## src/dbs_pkg.sv

```systemverilog
`timescale 1ns / 1ps

package dbs_pkg;

    localparam int PAYLOAD_BYTES = 11;
    localparam int IDX_W         = 4;
    localparam int CFG_IDX_W     = 3;
    localparam int CFG_DATA_W    = 16;

    localparam logic [3:0] SEND_START = 4'd8;

    typedef enum logic [CFG_IDX_W-1:0] {
        REG_MODE_CMD_A  = 3'd0,
        REG_MODE_CMD_B  = 3'd1,
        REG_WRITE_CMD   = 3'd2,
        REG_READ_CMD    = 3'd3,
        REG_BUTTON_CODE = 3'd4
    } cfg_reg_t;

    localparam logic [2:0] ERR_PARTIAL  = 3'b001;
    localparam logic [2:0] ERR_SHORT    = 3'b010;
    localparam logic [2:0] ERR_OVERFLOW = 3'b100;

    typedef struct packed {
        logic       frame;
        logic       drive_enable;
        logic       drive_value;
        logic [7:0] brightness;
        logic [2:0] errors;
    } step_info_t;

endpackage

```

## src/dbs_in_if.sv

```systemverilog
`timescale 1ns / 1ps

interface dbs_in_if;
    logic valid;
    logic ready;
    logic from_clock_edge;
    logic select_level;
    logic clock_level;
    logic data_level;

    modport source (
        output valid, from_clock_edge, select_level, clock_level, data_level,
        input  ready
    );
    modport sink (
        input  valid, from_clock_edge, select_level, clock_level, data_level,
        output ready
    );
endinterface

```

## src/dbs_out_if.sv

```systemverilog
`timescale 1ns / 1ps

interface dbs_out_if;
    logic       valid;
    logic       ready;
    logic       is_payload;
    logic       drive_enable;
    logic       drive_value;
    logic [3:0] byte_index;
    logic [7:0] byte_value;
    logic [7:0] brightness_value;
    logic [2:0] error_flags;
    logic       last_item;

    modport source (
        output valid, is_payload, drive_enable, drive_value, byte_index,
               byte_value, brightness_value, error_flags, last_item,
        input  ready
    );
    modport sink (
        input  valid, is_payload, drive_enable, drive_value, byte_index,
               byte_value, brightness_value, error_flags, last_item,
        output ready
    );
endinterface

```

## src/dbs_decoder.sv

```systemverilog
`timescale 1ns / 1ps

module dbs_decoder (
    input  logic                                clk,
    input  logic                                rst_n,
    input  logic                                step,
    input  logic                                from_clock_edge,
    input  logic                                select_level,
    input  logic                                clock_level,
    input  logic                                data_level,
    input  logic                                cfg_we,
    input  logic [dbs_pkg::CFG_IDX_W-1:0]       cfg_index,
    input  logic [dbs_pkg::CFG_DATA_W-1:0]      cfg_data,
    input  logic [dbs_pkg::IDX_W-1:0]           rd_idx,
    output logic [7:0]                          rd_data,
    output dbs_pkg::step_info_t                 info
);

    logic [7:0]  mode_a_reg, mode_b_reg, write_cmd_reg, read_cmd_reg;
    logic [15:0] button_reg;

    logic        active_reg, active_next;
    logic        out_mode_reg, out_mode_next;
    logic [7:0]  shift_reg, shift_next;
    logic [2:0]  bit_cnt_reg, bit_cnt_next;
    logic [3:0]  byte_cnt_reg, byte_cnt_next;
    logic [1:0]  stage_reg, stage_next;
    logic [3:0]  send_idx_reg, send_idx_next;
    logic [2:0]  errors_reg, errors_next;
    logic        drive_reg, drive_next;
    logic        store_we;
    logic [7:0]  store_reg [dbs_pkg::PAYLOAD_BYTES];

    logic        frame;
    logic [7:0]  bright;
    logic        do_end;
    logic        do_clock;

    assign rd_data = store_reg[rd_idx];

    always_comb
    begin
        active_next   = active_reg;
        out_mode_next = out_mode_reg;
        shift_next    = shift_reg;
        bit_cnt_next  = bit_cnt_reg;
        byte_cnt_next = byte_cnt_reg;
        stage_next    = stage_reg;
        send_idx_next = send_idx_reg;
        errors_next   = errors_reg;
        drive_next    = drive_reg;
        store_we      = 1'b0;
        frame         = 1'b0;
        bright        = 8'd0;
        do_end        = 1'b0;
        do_clock      = 1'b0;

        if (!from_clock_edge) begin
            if (select_level) begin
                do_end = 1'b1;
            end else begin
                active_next = 1'b1;
            end
        end else if (select_level && active_reg) begin
            do_end = 1'b1;
        end else begin
            if (!select_level) begin
                active_next = 1'b1;
            end
            do_clock = active_next;
        end

        // end of packet: count checks and command matching
        if (do_end) begin
            active_next   = 1'b0;
            out_mode_next = 1'b0;
            if (byte_cnt_reg != 4'(dbs_pkg::PAYLOAD_BYTES) && byte_cnt_reg != 4'd0) begin
                errors_next = errors_next | dbs_pkg::ERR_SHORT;
            end
            if (bit_cnt_reg != 3'd0) begin
                errors_next = errors_next | dbs_pkg::ERR_PARTIAL;
            end
            byte_cnt_next = 4'd0;
            bit_cnt_next  = 3'd0;
            if (shift_reg == mode_a_reg || shift_reg == mode_b_reg) begin
                stage_next = 2'd1;
            end else if (shift_reg == write_cmd_reg) begin
                stage_next = (stage_reg == 2'd1) ? 2'd2 : 2'd0;
            end else if (stage_reg == 2'd3) begin
                bright     = shift_reg;
                stage_next = 2'd0;
                frame      = 1'b1;
            end else if (stage_reg == 2'd2) begin
                stage_next = 2'd3;
            end
        end

        // one bus clock edge: drive a key bit or shift a data bit in
        if (do_clock) begin
            if (!clock_level && out_mode_reg) begin
                drive_next    = button_reg[send_idx_reg];
                send_idx_next = send_idx_reg + 4'd1;
            end
            if (clock_level && !out_mode_reg) begin
                shift_next   = {data_level, shift_reg[7:1]};
                bit_cnt_next = bit_cnt_reg + 3'd1;
                if (bit_cnt_reg == 3'd7) begin
                    if (stage_reg == 2'd2) begin
                        if (byte_cnt_reg < 4'(dbs_pkg::PAYLOAD_BYTES)) begin
                            store_we      = 1'b1;
                            byte_cnt_next = byte_cnt_reg + 4'd1;
                        end else begin
                            errors_next = errors_next | dbs_pkg::ERR_OVERFLOW;
                        end
                    end else if (shift_next == read_cmd_reg) begin
                        send_idx_next = dbs_pkg::SEND_START;
                        out_mode_next = 1'b1;
                    end
                end
            end
        end

        info.frame        = frame;
        info.drive_enable = out_mode_next;
        info.drive_value  = drive_next;
        info.brightness   = bright;
        info.errors       = errors_next;
    end

    always_ff @(posedge clk or negedge rst_n)
    begin
        if (!rst_n) begin
            mode_a_reg    <= 8'd0;
            mode_b_reg    <= 8'd0;
            write_cmd_reg <= 8'd0;
            read_cmd_reg  <= 8'd0;
            button_reg    <= 16'd0;
            active_reg    <= 1'b0;
            out_mode_reg  <= 1'b0;
            shift_reg     <= 8'd0;
            bit_cnt_reg   <= 3'd0;
            byte_cnt_reg  <= 4'd0;
            stage_reg     <= 2'd0;
            send_idx_reg  <= dbs_pkg::SEND_START;
            errors_reg    <= 3'd0;
            drive_reg     <= 1'b0;
        end else begin
            if (cfg_we) begin
                unique case (cfg_index)
                    dbs_pkg::REG_MODE_CMD_A:  mode_a_reg    <= cfg_data[7:0];
                    dbs_pkg::REG_MODE_CMD_B:  mode_b_reg    <= cfg_data[7:0];
                    dbs_pkg::REG_WRITE_CMD:   write_cmd_reg <= cfg_data[7:0];
                    dbs_pkg::REG_READ_CMD:    read_cmd_reg  <= cfg_data[7:0];
                    dbs_pkg::REG_BUTTON_CODE: button_reg    <= cfg_data;
                    default: ;
                endcase
            end
            if (step) begin
                active_reg   <= active_next;
                out_mode_reg <= out_mode_next;
                shift_reg    <= shift_next;
                bit_cnt_reg  <= bit_cnt_next;
                byte_cnt_reg <= byte_cnt_next;
                stage_reg    <= stage_next;
                send_idx_reg <= send_idx_next;
                errors_reg   <= frame ? 3'd0 : errors_next;
                drive_reg    <= drive_next;
            end
        end
    end

    always_ff @(posedge clk)
    begin
        if (step && store_we) begin
            store_reg[byte_cnt_reg] <= shift_next;
        end
    end

endmodule

```

## src/dbs_emitter.sv

```systemverilog
`timescale 1ns / 1ps

module dbs_emitter (
    input  logic                          clk,
    input  logic                          rst_n,
    input  logic                          start,
    input  dbs_pkg::step_info_t           info,
    output logic                          busy,
    output logic [dbs_pkg::IDX_W-1:0]     rd_idx,
    input  logic [7:0]                    rd_data,
    dbs_out_if.source                     out_ch
);

    typedef enum logic [1:0] {
        S_IDLE,
        S_DRIVE,
        S_PAYLOAD
    } state_t;

    localparam logic [dbs_pkg::IDX_W-1:0] LAST_IDX =
        dbs_pkg::IDX_W'(dbs_pkg::PAYLOAD_BYTES - 1);

    state_t                      state_reg;
    logic                        frame_reg;
    logic [dbs_pkg::IDX_W-1:0]   idx_reg;
    logic                        valid_reg;
    logic                        is_payload_reg;
    logic                        drive_en_reg;
    logic                        drive_val_reg;
    logic [3:0]                  byte_index_reg;
    logic [7:0]                  byte_value_reg;
    logic [7:0]                  bright_reg;
    logic [2:0]                  errors_reg;
    logic [7:0]                  hold_bright_reg;
    logic [2:0]                  hold_errors_reg;
    logic                        last_reg;

    assign busy   = (state_reg != S_IDLE);
    assign rd_idx = idx_reg;

    assign out_ch.valid            = valid_reg;
    assign out_ch.is_payload       = is_payload_reg;
    assign out_ch.drive_enable     = drive_en_reg;
    assign out_ch.drive_value      = drive_val_reg;
    assign out_ch.byte_index       = byte_index_reg;
    assign out_ch.byte_value       = byte_value_reg;
    assign out_ch.brightness_value = bright_reg;
    assign out_ch.error_flags      = errors_reg;
    assign out_ch.last_item        = last_reg;

    always_ff @(posedge clk or negedge rst_n)
    begin
        if (!rst_n) begin
            state_reg       <= S_IDLE;
            frame_reg       <= 1'b0;
            idx_reg         <= '0;
            valid_reg       <= 1'b0;
            is_payload_reg  <= 1'b0;
            drive_en_reg    <= 1'b0;
            drive_val_reg   <= 1'b0;
            byte_index_reg  <= 4'd0;
            byte_value_reg  <= 8'd0;
            bright_reg      <= 8'd0;
            errors_reg      <= 3'd0;
            hold_bright_reg <= 8'd0;
            hold_errors_reg <= 3'd0;
            last_reg        <= 1'b0;
        end else begin
            unique case (state_reg)
                S_IDLE:
                begin
                    if (start) begin
                        valid_reg       <= 1'b1;
                        is_payload_reg  <= 1'b0;
                        drive_en_reg    <= info.drive_enable;
                        drive_val_reg   <= info.drive_value;
                        byte_index_reg  <= 4'd0;
                        byte_value_reg  <= 8'd0;
                        bright_reg      <= 8'd0;
                        errors_reg      <= 3'd0;
                        last_reg        <= !info.frame;
                        frame_reg       <= info.frame;
                        hold_bright_reg <= info.brightness;
                        hold_errors_reg <= info.errors;
                        idx_reg         <= '0;
                        state_reg       <= S_DRIVE;
                    end
                end
                S_DRIVE, S_PAYLOAD:
                begin
                    if (out_ch.ready) begin
                        if (last_reg || (state_reg == S_DRIVE && !frame_reg)) begin
                            valid_reg <= 1'b0;
                            state_reg <= S_IDLE;
                        end else begin
                            // next payload byte of the completed frame
                            is_payload_reg <= 1'b1;
                            drive_en_reg   <= 1'b0;
                            drive_val_reg  <= 1'b0;
                            byte_index_reg <= 4'(idx_reg);
                            byte_value_reg <= rd_data;
                            bright_reg     <= hold_bright_reg;
                            errors_reg     <= hold_errors_reg;
                            last_reg       <= (idx_reg == LAST_IDX);
                            idx_reg        <= idx_reg + 1'b1;
                            state_reg      <= S_PAYLOAD;
                        end
                    end
                end
                default:
                begin
                    state_reg <= S_IDLE;
                    valid_reg <= 1'b0;
                end
            endcase
        end
    end

endmodule

```

## src/display_bus_sniffer.sv

```systemverilog
`timescale 1ns / 1ps

// display_bus_sniffer
// in_ch carries one pin-change request of a three-wire display bus: which
// pin changed and the present select, clock and data levels.
// out_ch returns the results of each request in order: first a pin drive
// update (drive enable and level), then, when a frame completes, one
// result per payload byte with brightness and error flags. last_item marks
// the final result of a request.
// cfg_we / cfg_index / cfg_data write the command bytes and the key code;
// write them only while no request is in flight.
// latency: a request is decoded in the cycle it is accepted and its first
// result is valid on the next cycle.
// throughput: the output sequencer emits one result per cycle while
// out_ch.ready is high; a request yields a drive update only, or a drive
// update and then 11 payload results for a frame; in_ch.ready stays low
// until the last result of a request is taken. a stalled receiver holds the
// current result in the output register and keeps in_ch.ready low.
// reset clears the decoder, sticky errors and output valid; the payload
// store is not cleared.

module display_bus_sniffer (
    input  logic                               clk,
    input  logic                               rst_n,
    dbs_in_if.sink                             in_ch,
    dbs_out_if.source                          out_ch,
    input  logic                               cfg_we,
    input  logic [dbs_pkg::CFG_IDX_W-1:0]      cfg_index,
    input  logic [dbs_pkg::CFG_DATA_W-1:0]     cfg_data
);

    logic                         busy;
    logic                         step;
    logic [dbs_pkg::IDX_W-1:0]    rd_idx;
    logic [7:0]                   rd_data;
    dbs_pkg::step_info_t          info;

    assign in_ch.ready = !busy;
    assign step        = in_ch.valid && !busy;

    dbs_decoder u_decoder (
        .clk             (clk),
        .rst_n           (rst_n),
        .step            (step),
        .from_clock_edge (in_ch.from_clock_edge),
        .select_level    (in_ch.select_level),
        .clock_level     (in_ch.clock_level),
        .data_level      (in_ch.data_level),
        .cfg_we          (cfg_we),
        .cfg_index       (cfg_index),
        .cfg_data        (cfg_data),
        .rd_idx          (rd_idx),
        .rd_data         (rd_data),
        .info            (info)
    );

    dbs_emitter u_emitter (
        .clk     (clk),
        .rst_n   (rst_n),
        .start   (step),
        .info    (info),
        .busy    (busy),
        .rd_idx  (rd_idx),
        .rd_data (rd_data),
        .out_ch  (out_ch)
    );

endmodule
```

## src/flat_wrapper.sv

```systemverilog
// flat-port wrapper written by rule: the top's interface ports become plain ports
module display_bus_sniffer_flat 
  (clk, rst_n, cfg_we, cfg_index, cfg_data, in_ch_valid, in_ch_from_clock_edge, in_ch_select_level, in_ch_clock_level, in_ch_data_level, in_ch_ready, out_ch_valid, out_ch_is_payload, out_ch_drive_enable, out_ch_drive_value, out_ch_byte_index, out_ch_byte_value, out_ch_brightness_value, out_ch_error_flags, out_ch_last_item, out_ch_ready);
  dbs_in_if in_ch_i ();
  dbs_out_if out_ch_i ();
  input  logic clk;
  input  logic rst_n;
  input  logic cfg_we;
  input  logic [dbs_pkg::CFG_IDX_W-1:0] cfg_index;
  input  logic [dbs_pkg::CFG_DATA_W-1:0] cfg_data;
  input wire logic [$bits(in_ch_i.valid)-1:0] in_ch_valid;
  input wire logic [$bits(in_ch_i.from_clock_edge)-1:0] in_ch_from_clock_edge;
  input wire logic [$bits(in_ch_i.select_level)-1:0] in_ch_select_level;
  input wire logic [$bits(in_ch_i.clock_level)-1:0] in_ch_clock_level;
  input wire logic [$bits(in_ch_i.data_level)-1:0] in_ch_data_level;
  output wire logic [$bits(in_ch_i.ready)-1:0] in_ch_ready;
  output wire logic [$bits(out_ch_i.valid)-1:0] out_ch_valid;
  output wire logic [$bits(out_ch_i.is_payload)-1:0] out_ch_is_payload;
  output wire logic [$bits(out_ch_i.drive_enable)-1:0] out_ch_drive_enable;
  output wire logic [$bits(out_ch_i.drive_value)-1:0] out_ch_drive_value;
  output wire logic [$bits(out_ch_i.byte_index)-1:0] out_ch_byte_index;
  output wire logic [$bits(out_ch_i.byte_value)-1:0] out_ch_byte_value;
  output wire logic [$bits(out_ch_i.brightness_value)-1:0] out_ch_brightness_value;
  output wire logic [$bits(out_ch_i.error_flags)-1:0] out_ch_error_flags;
  output wire logic [$bits(out_ch_i.last_item)-1:0] out_ch_last_item;
  input wire logic [$bits(out_ch_i.ready)-1:0] out_ch_ready;
  assign in_ch_i.valid = in_ch_valid;
  assign in_ch_i.from_clock_edge = in_ch_from_clock_edge;
  assign in_ch_i.select_level = in_ch_select_level;
  assign in_ch_i.clock_level = in_ch_clock_level;
  assign in_ch_i.data_level = in_ch_data_level;
  assign in_ch_ready = in_ch_i.ready;
  assign out_ch_valid = out_ch_i.valid;
  assign out_ch_is_payload = out_ch_i.is_payload;
  assign out_ch_drive_enable = out_ch_i.drive_enable;
  assign out_ch_drive_value = out_ch_i.drive_value;
  assign out_ch_byte_index = out_ch_i.byte_index;
  assign out_ch_byte_value = out_ch_i.byte_value;
  assign out_ch_brightness_value = out_ch_i.brightness_value;
  assign out_ch_error_flags = out_ch_i.error_flags;
  assign out_ch_last_item = out_ch_i.last_item;
  assign out_ch_i.ready = out_ch_ready;
  display_bus_sniffer u_core (.clk(clk), .rst_n(rst_n), .in_ch(in_ch_i), .out_ch(out_ch_i), .cfg_we(cfg_we), .cfg_index(cfg_index), .cfg_data(cfg_data));
endmodule
```

## config.mk

```make
export PLATFORM = sky130hd
export DESIGN_NAME = display_bus_sniffer_flat
export DESIGN_NICKNAME = d
export VERILOG_FILES = /design/src/dbs_pkg.sv /design/src/dbs_in_if.sv /design/src/dbs_out_if.sv /design/src/dbs_decoder.sv /design/src/dbs_emitter.sv /design/src/display_bus_sniffer.sv /design/src/flat_wrapper.sv
export SDC_FILE = /design/constraint.sdc
export NUM_CORES = 1
export LEC_CHECK = 0
export BUFFER_PORTS_ARGS = -buffer_cell sky130_fd_sc_hd__buf_4
export CAP_MARGIN = 20
export CORE_ASPECT_RATIO = 1.4
export CORE_MARGIN = 10
export CORE_UTILIZATION = 40
export CTS_CLUSTER_DIAMETER = 120
export DETAILED_ROUTE_END_ITERATION = 8
export HOLD_SLACK_MARGIN = 0.06
export REMOVE_ABC_BUFFERS = 1
export SETUP_SLACK_MARGIN = 0.1
export SLEW_MARGIN = 0
export SYNTH_ARGS = -nofsm -noshare
export SYNTH_HDL_FRONTEND = slang
export SYNTH_SLANG_ARGS = --single-unit
```

## constraint.sdc

```tcl
create_clock -name clk -period 2.48 [get_ports clk]
set_clock_uncertainty 0.05 [all_clocks]
set_input_delay 0.496 -clock clk [delete_from_list [all_inputs] [get_ports clk]]
set_output_delay 0.496 -clock clk [all_outputs]
set_load 0.05 [all_outputs]
```

Yosys cells after proc, flatten, opt, wreduce, memory -nomap -nowiden --
Memories as Yosys holds them, arrays and structs flattened. Index checks and enable logic that the tools add are counted.
Word-level totals: ROM bits 0, latch bits 0, register bits 121, input bits 28, memories kept 1, output and inout port bits 29, logic and storage cells 194, bits in writable memories 88
Memories:
- u_core.u_decoder.store_reg | depth 11, width 8, read ports 1, clocked after Yosys merged registers in 0, write ports 1, line dbs_decoder.sv:32 | logic [7:0] store_reg [dbs_pkg::PAYLOAD_BYTES];
Operators by class: magnitude comparators 2, reduce and logical (&&, ||, !) cells 34, divide/modulo/power cells 0, multiplexer cells 104, shifts and indexed selects 0, add/sub/neg operators 4, equal/unequal tests 21, multipliers 0, bitwise gates (word level) 0
Operators with widths (number):
- $mux 8 | 11
- $mux 4 | 16
- $mux 1 | 43
- $mux 3 | 12
- $eq 8x8->1 | 4
- $pmux 8 s2 | 2
- $mux 2 | 10
- $reduce_and 2->1 | 9
- $pmux 4 s2 | 2
- $add 4x1->4 const B | 3
- $pmux 1 s2 | 5
- $reduce_bool 4->1 | 2
- $logic_and 1x1->1 | 7
- $eq 2x2->1 const B | 3
- $eq 3x2->1 const B | 2
- $eq 3x3->1 const B | 2
- $ne 2x2->1 const B | 3
- $pmux 3 s2 | 1
- $reduce_and 3->1 | 2
- $logic_not 1->1 | 5
- $lt 4x5->1 const B | 1
- $bmux 1 s4 | 1
- $eq 2x1->1 const B | 2
- $eq 4x4->1 const B | 1
- other kinds (14) | 16

Depth between registers and ports, before layout --
Gate-level depths: netlist (run 1).
word-level depth 11, mapped depth 9, gate-level depth less buffers 7

Hierarchy --
Synthesis (run 1) repeated with hierarchy kept, for this count alone.
Unflattened totals: cells, all modules 659, area, all modules 9571.7 um^2
Modules (own cells, without submodules):
- dbs_decoder | instances 1, seq. area each 4520.6 um^2, cells an instance 464, area an instance 7368.3 um^2
- dbs_emitter | instances 1, seq. area each 1151.1 um^2, cells an instance 193, area an instance 2193.4 um^2
- display_bus_sniffer | instances 1, seq. area each 0.0 um^2, cells an instance 2, area an instance 10.0 um^2

Least setup slack after synthesis (run 1) --
No wires, ideal clock.
kind reg2reg, start point register u_core.u_emitter.state_reg[1], end point memory u_core.u_decoder.store_reg[8][0], enable pin, stages on the path, launching flop included 9, library setup time 332 ps, slack -135 ps, arrival 2233 ps, data required time 2098 ps, path buffers 1, period minus slack after synthesis 2615 ps, cell sequence dfrtp_1 > inv_1 > ha_1 > and2_1 > buf_4 > nand4_2 > nand2b_1 > nor3b_1 > and2_1
Between the ends: word-level cells in the longest chain between the ends 6
Ends and longest elaborated chain:
- start: declaration | line dbs_emitter.sv:23 | state_t state_reg;
- start signal: assignment | line dbs_emitter.sv:54 | state_reg <= S_IDLE;
- start signal: assignment | line dbs_emitter.sv:86 | state_reg <= S_DRIVE;
- start signal: assignment | line dbs_emitter.sv:94 | state_reg <= S_IDLE;
- $reduce_bool 2->1 | line dbs_emitter.sv:38 | assign busy = (state_reg != S_IDLE);
- $logic_not 1->1
- net in_ch_ready | line flat_wrapper.sv:16 | output wire logic [$bits(in_ch_i.ready)-1:0] in_ch_ready;
- $logic_and 1x1->1 | line display_bus_sniffer.sv:39 | assign step = in_ch.valid && !busy;
- $logic_and 1x1->1 | line dbs_decoder.sv:174 | if (step && store_we) begin
- $mux 1 | line dbs_decoder.sv:174
- $mux 1 (implied by the code) | line dbs_decoder.sv:175 | store_reg[byte_cnt_reg] <= shift_next;
- end: declaration | line dbs_decoder.sv:32
The timed path passes the listed nets, and every way through them passes these cells.

Worst setup path in the final report (run 1) --
start point register u_core.u_emitter.state_reg[0], end point memory u_core.u_decoder.store_reg[8][7], enable pin
Between the ends: word-level cells in the longest chain between the ends 6
Ends and longest elaborated chain (line):
- $reduce_bool 2->1 | dbs_emitter.sv:38
- $logic_not 1->1 | display_bus_sniffer.sv:39
- $logic_and 1x1->1 | display_bus_sniffer.sv:39
- $logic_and 1x1->1 | dbs_decoder.sv:174
- $mux 1 | dbs_decoder.sv:174
- $mux 1 (implied by the code) | dbs_decoder.sv:175
Every way passes these cells.

==> results.toml, run 1 <==
[status]
outcome = "completed"

[layout]
fin_cells = 1060
drive_gt1_share_pct = 28.6
n_antenna_cell = 0
fin_nets = 784
syn_to_final_growth_pct = 17.1
design_area_sq_mm = 0.0107
largest_register_ffs = 88

[clocking]
cts-root-buf = "clkbuf_16"
clk_latency_ns = 0.51
cts.sinks = 209
clk_pin_slew_ns = 0.06
cts_tree = "built"
post_cts_buffers = 0
htreeDepth = 1
clock_path_buffers = 3
cts_buffers = 22

[routing]
detail_route.wl_per_cell_um = 18.8
wl_mm = 20.0
first_pass_iters = 4
drc = 0
antenna_left = 0
vias = 5453
avgViaCountPerCell = 5.14
drtIter0Drc = 282

[floorplanning]
ioPinCount = 57
initial_utilization_pct = 40.6
die_w_um = 148
die-area_sq_mm = 0.0294
core-area_sq_mm = 0.0225
rows = 65
die_h_um = 199

[global_route]
grt_pass1_wl_mm = 32.0
antenna_found_initial = 0
grt_start_max_net_pins = 55
grt_pass1_vias = 5851
grt_overflow = 0
grt.total_usage_pct = 13.7

[critical_path]
arrival_ns = 2.37
end_kind = "flip-flop"
start_kind = "flip-flop"
crit_type = "flip-flop to flip-flop"
worstPathMaxFanout = 8
cp.required_ns = 2.63

[synth]
synth-async-reset-ratio_pct = 57.9
netlist_area_sq_mm = 0.00915
syn_area_per_cell_sq_um = 13.5
synth_edf_count = 88
synth_flop_cell = "dfrtp_1"
ys_warn_count = 0
ys_ff_latch = 209
synth_common_cells = "120 x dfrtp_1, 88 x edfxtp_1, 80 x nand2_1"
netlist_top_cells_area = "dfrtp_1 33%, edfxtp_1 29%, mux2_2 7.0%"
synth_top_area_share_pct = 32.8
yosysTopAreaCell = "dfrtp_1"
ys_seq_area_share_pct = 62.0
synth.most_common_cell = "dfrtp_1"
yosysUniqueCellTypes = 53
syn_inst = 676

[pwr]
p_int_mw = 6.99
p_per_area_mw_per_mm2 = 951
p_comb_share_pct = 24.8
switching_share_pct = 31.4
leakage_nw = 4.29
clockPowerShare_pct = 31.5
ir_worst_vdd_uv = 508
netSwitchingPower_mw = 3.20
seqPwrFrac_pct = 43.7

[place]
post-place-cells = 1019
dp_hpwl_mm = 14.7
placed_cell_area_sq_mm = 0.00995
port_buffers = 56
place.gp.congestion = 0.857

[timing]
worstMarginPinSlew_ns = 0.632
hold_viol = 0
max_freq_mhz = 451
period_share_pct = 89.4
rsz0062_at_grt = "false"
slew_violations = 0
fin_hold_ws_ns = 0.166
slew-limit-headroom_pct = 57.9
layout_min_cycle_time_ns = 2.22
finalSetupViolCount = 0

[min_path]
hold_class = "input pin to flip-flop"

[run]
drv_cap = 0
[power groups by stage]
stage          sequential [mW]  combinational [mW]  clock (mW)
5_1_grt                   4.51                2.78        3.42
3_5_place_dp              4.53                2.55           0
2_1_floorplan             4.85                1.32           0
4_1_cts                   4.46                2.56        3.28
3_3_place_gp              4.50                2.50           0
6_report                  4.45                2.53        3.21
[per-layer routing]
| metal | wire length, um | part of all wire [%] | GRT usage, % | vias up |
|---|---|---|---|---|
| li1 | - | - | - | 2575 |
| met1 | 7800 | 39 | 15.4 | 2725 |
| met2 | 10800 | 54 | 25.5 | 117 |
| met3 | 915 | 4.6 | 2.46 | 36 |
| met4 | 427 | 2.1 | 4.67 | 0 |
| met5 | 0 | 0 | 0 | - |
[path summary, 6_finish.rpt]
| kind | endpoint | slack, ns | start | cells past startpoint |
|---|---|---|---|---|
| hold reg to reg | u_core.u_decoder.active_reg | 0.43 | u_core.u_decoder.active_reg | 2 |
| max in group asynchronous | u_core.u_decoder.read_cmd_reg[6] | 1.29 | rst_n | 3 |
| setup / recovery | u_core.u_decoder.store_reg[8][7] | 0.26 | u_core.u_emitter.state_reg[0] | 7 |
| min in group asynchronous | u_core.u_emitter.out_ch.brightness_value[4] | 0.44 | rst_n | 2 |
| setup reg to reg | u_core.u_decoder.store_reg[8][7] | 0.26 | u_core.u_emitter.state_reg[0] | 7 |
| hold / removal | u_core.u_decoder.active_reg | 0.17 | in_ch_select_level | 2 |
[critical path: stages (launching register included)]
cell	delay, ns
dfrtp_1	0.42
inv_1	0.09
ha_1	0.21
and2_1	0.20
nand4_2	0.13
nand2b_1	0.20
nor3b_1	0.29
and2_2	0.31
[final cells by class]
| class | count | area [sq um] |
|---|---|---|
| Clock buffer | 29 | 617 |
| Clock inverter | 11 | 105 |
| Fill cell | 1972 | 11800 |
| Inverter | 13 | 48.8 |
| Multi-Input combinational cell | 417 | 3250 |
| Sequential cell | 209 | 5670 |
| Tap cell | 301 | 377 |
| Timing Repair Buffer | 80 | 641 |
[cell families (layout without fill, tap and decap cells)]
group / Yosys count / in the layout / synth area share (%)
compound gates: 76 / 76 / 4.98
xor+xnor: 35 / 35 / 3.35
fa+ha+maj: 13 / 13 / 1.78
buf+inv: 50 / 133 / 2.80
flops: 209 / 209 / 62.0
mux: 98 / 98 / 14.2
simple gates: 195 / 195 / 10.8
[repair_timing]
item	in CTS	in global routing
endpoints found under the hold margin	34	0
setup endpoints to repair	0	89
hold buffers	1	0
gates resized for setup	0	13
[metrics by stage]
stage / utilization (%) / total power, mW / setup slack, ns / TNS (ns)
after floorplan: - / 6.17 / -0.673 / -22.77
after global placement: 44.2 / 7.00 / 0.158 / 0
after detailed placement: 44.2 / 7.08 / 0.122 / 0
after CTS: 47.4 / 10.3 / 0.134 / 0
after global routing: 47.5 / 10.7 / 0.120 / 0
final: 47.5 / 10.2 / 0.262 / 0
[cell usage in the layout (no fill, tap or decap), types with 2 or more instances in the layout]
cell type   count
nor2_1         28
nor3b_1         2
mux2_2         57
ha_1           13
clkbuf_1        3
dfrtp_1       120
buf_12          3
clkbuf_16      22
o21ai_0        25
clkinv_2        4
nand2_2         2
o21ai_1         7
edfxtp_1       88
xnor2_1        24
mux4_2         20
nor3_1          5
nand4_1         6
nand2_1        80
xor2_1         11
nand2b_1        6
nor4_4          2
a21oi_1        20
a21o_1          2
mux2i_1        21
inv_1          13
clkinvlp_4      2
and2_2         11
o22ai_1         4
a22o_1         10
nor2b_1         3
clkbuf_8        4
and2_1          4
buf_4          76
nand3_1        32
and4bb_2        2
Power figures use the tool's default switching activity.
==> run 2: changes to the inputs <==
--- a/config.mk
+++ b/config.mk
@@ -7,12 +7,15 @@
 export LEC_CHECK = 0
 export BUFFER_PORTS_ARGS = -buffer_cell sky130_fd_sc_hd__buf_4
 export CAP_MARGIN = 20
+export CELL_PAD_IN_SITES_DETAIL_PLACEMENT = 0
+export CELL_PAD_IN_SITES_GLOBAL_PLACEMENT = 1
 export CORE_ASPECT_RATIO = 1.4
 export CORE_MARGIN = 10
 export CORE_UTILIZATION = 40
 export CTS_CLUSTER_DIAMETER = 120
 export DETAILED_ROUTE_END_ITERATION = 8
 export HOLD_SLACK_MARGIN = 0.06
+export PLACE_DENSITY_LB_ADDON = 0.1
 export REMOVE_ABC_BUFFERS = 1
 export SETUP_SLACK_MARGIN = 0.1
 export SLEW_MARGIN = 0
==> run 2 against run 1 <==
Net effect:
- sequential power is essentially flat
- fmax shrank 1.2%
- clock-buffer cell count shrank 2
- critical path depth grew 1
- sequential share of layout area shrank 0.81 points
- setup slack lost 0.026 ns
- hold slack gained 0.0026 ns
- routed wire length grew 9.9%
- largest cell class unchanged
==> results.toml, run 2 (same netlist as run 1, synthesis figures left out) <==
[floorplanning]
core-area_sq_mm = 0.0225
die_h_um = 199
ioPinCount = 57
rows = 65
die-area_sq_mm = 0.0294
initial_utilization_pct = 40.6
die_w_um = 148

[layout]
n_antenna_cell = 0
final_cell_mix = "120 x dfrtp_1, 88 x edfxtp_1, 86 x buf_4, 80 x nand2_1, 57 x mux2_2"
final_common_cell = "dfrtp_1"
fillers = 2029
final_util_pct = 48.3
design_area_sq_mm = 0.0109
fin_nets = 793
drive_gt1_share_pct = 29.6
seq_area_sq_mm = 0.00567
syn_to_final_growth_pct = 18.9
largest_register_ffs = 88
multi_input_area_sq_mm = 0.00326

[min_path]
hold_class = "input pin to flip-flop"
whs_endpoint = "u_core.u_decoder.active_reg"
min_from = "in_ch_select_level"
whs_path_depth = 2

[pwr]
totalPowerFinal_mw = 10.8
p_per_area_mw_per_mm2 = 990
ir_worst_vdd_uv = 516
leakage_nw = 4.39

[place]
dp_hpwl_mm = 16.1
port_buffers = 56
placed_cell_area_sq_mm = 0.0100
place.gp.congestion = 0.851

[timing]
finalSetupViolCount = 0
layout_min_cycle_time_ns = 2.24
setup-tns-final_ns = 0
fin_hold_ws_ns = 0.168
hold_viol = 0
period_share_pct = 90.5
slew_violations = 0
max_freq_mhz = 446
worstMarginPinSlew_ns = 0.721
rsz0062_at_grt = "true"
slew-limit-headroom_pct = 51.9

[routing]
vias = 5519
avgViaCountPerCell = 5.16
detail_route.wl_per_cell_um = 20.5
wl_mm = 22.0
drc = 0
first_pass_iters = 4
antenna_left = 0
drtIter0Drc = 201

[clocking]
cts_buffers = 22
clock_path_buffers = 3
htreeDepth = 1
cts-root-buf = "clkbuf_16"
clk_latency_ns = 0.51
clk_pin_slew_ns = 0.07
cts_tree = "built"
cts.sinks = 209

[global_route]
grt_pass1_wl_mm = 34.9
grt.total_usage_pct = 15.1
antenna_found_initial = 0
grt_pass1_vias = 6025
grt_overflow = 0
grt_start_max_net_pins = 43

[critical_path]
crit_type = "flip-flop to flip-flop"
slowest_delay_ns = 0.40
cp.required_ns = 2.62
reg2reg_depth = 8
arrival_ns = 2.39
worstPathMaxFanout = 8
rr_endpoint = "u_core.u_decoder.store_reg[1][7]"
start_kind = "flip-flop"
end_kind = "flip-flop"
slowest_stage = "dfrtp_1"
rrSetupSlack_ns = 0.24
r2r_start = "u_core.u_emitter.state_reg[1]"
path_cells = "inv_1 > ha_1 > and2_2 > nand4_2 > buf_4 > nor3_1 > buf_4 > and2_2"

[run]
drv_cap = 0

[status]
outcome = "completed"
-- run 2: changes by cell type in the layout (fill, tap and decap cells not counted), sizes merged --
cell / change
buf: +9
bufinv: +4
inv: -1
clkbuf: -2
clkinv: -1
-- run 2: area by class of cell --
cell class / instances / share of cell area [%]
clock buffers: 27 / 5.81
clock inverters: 13 / 1.81
inverters: 13 / 0.449
multi-input cells: 417 / 29.9
flip-flops and latches: 209 / 52.1
well taps: 301 / 3.46
repair buffers: 89 / 6.40
-- run 2: layer usage --
layer	global-route usage [%]	vias up	part of all wire (%)
li1	-	2587	-
met1	16.4	2815	38
met2	29.2	93	56
met3	2.61	24	4.3
met4	3.94	0	1.7
met5	0	-	0
-- run 2: where the power goes --
group,total [mW],switching [mW],internal [mW]
Clock,3.70,1.36,2.33
Combinational,2.65,1.58,1.07
Sequential,4.42,0.321,4.10
-- run 2: per-stage QoR --
| stage | instances | setup slack [ns] |
|---|---|---|
| finish | 1069 | 0.236 |
| global route | 1069 | 0.0963 |
| CTS | 1069 | 0.100 |
| detailed placement | 1028 | 0.0274 |
| global placement | 1028 | 0.0986 |
| floorplan | 639 | -0.673 |
-- run 2: worst max-delay path by stage --
stage                                  startpoint                                 to  cells past startpoint
CTS                 u_core.u_emitter.state_reg[1]   u_core.u_decoder.store_reg[7][6]                      8
floorplan           u_core.u_emitter.state_reg[1]  u_core.u_emitter.out_ch.last_item                      7
finish              u_core.u_emitter.state_reg[1]   u_core.u_decoder.store_reg[1][7]                      8
global placement    u_core.u_emitter.state_reg[1]   u_core.u_decoder.store_reg[9][5]                      7
detailed placement  u_core.u_emitter.state_reg[1]   u_core.u_decoder.store_reg[8][1]                      7
global route        u_core.u_emitter.state_reg[1]   u_core.u_decoder.store_reg[2][6]                      8
-- run 2: what timing repair did --
item / CTS / global route
cloned: 0 / 0
gates resized for setup: 9 / 7
setup endpoints to repair: 75 / 88
hold endpoints to repair: 33 / 0
setup buffers: 0 / 0
hold buffers: 1 / 0
-- run 2: worst max-delay path, delay by kind of cell (launching register included) --
family                     cells  cell delay [ns]
adders and majority gates      1             0.24
buffers and inverters          3             0.44
and+or+nand+nor                4             0.82
DFF                            1             0.40
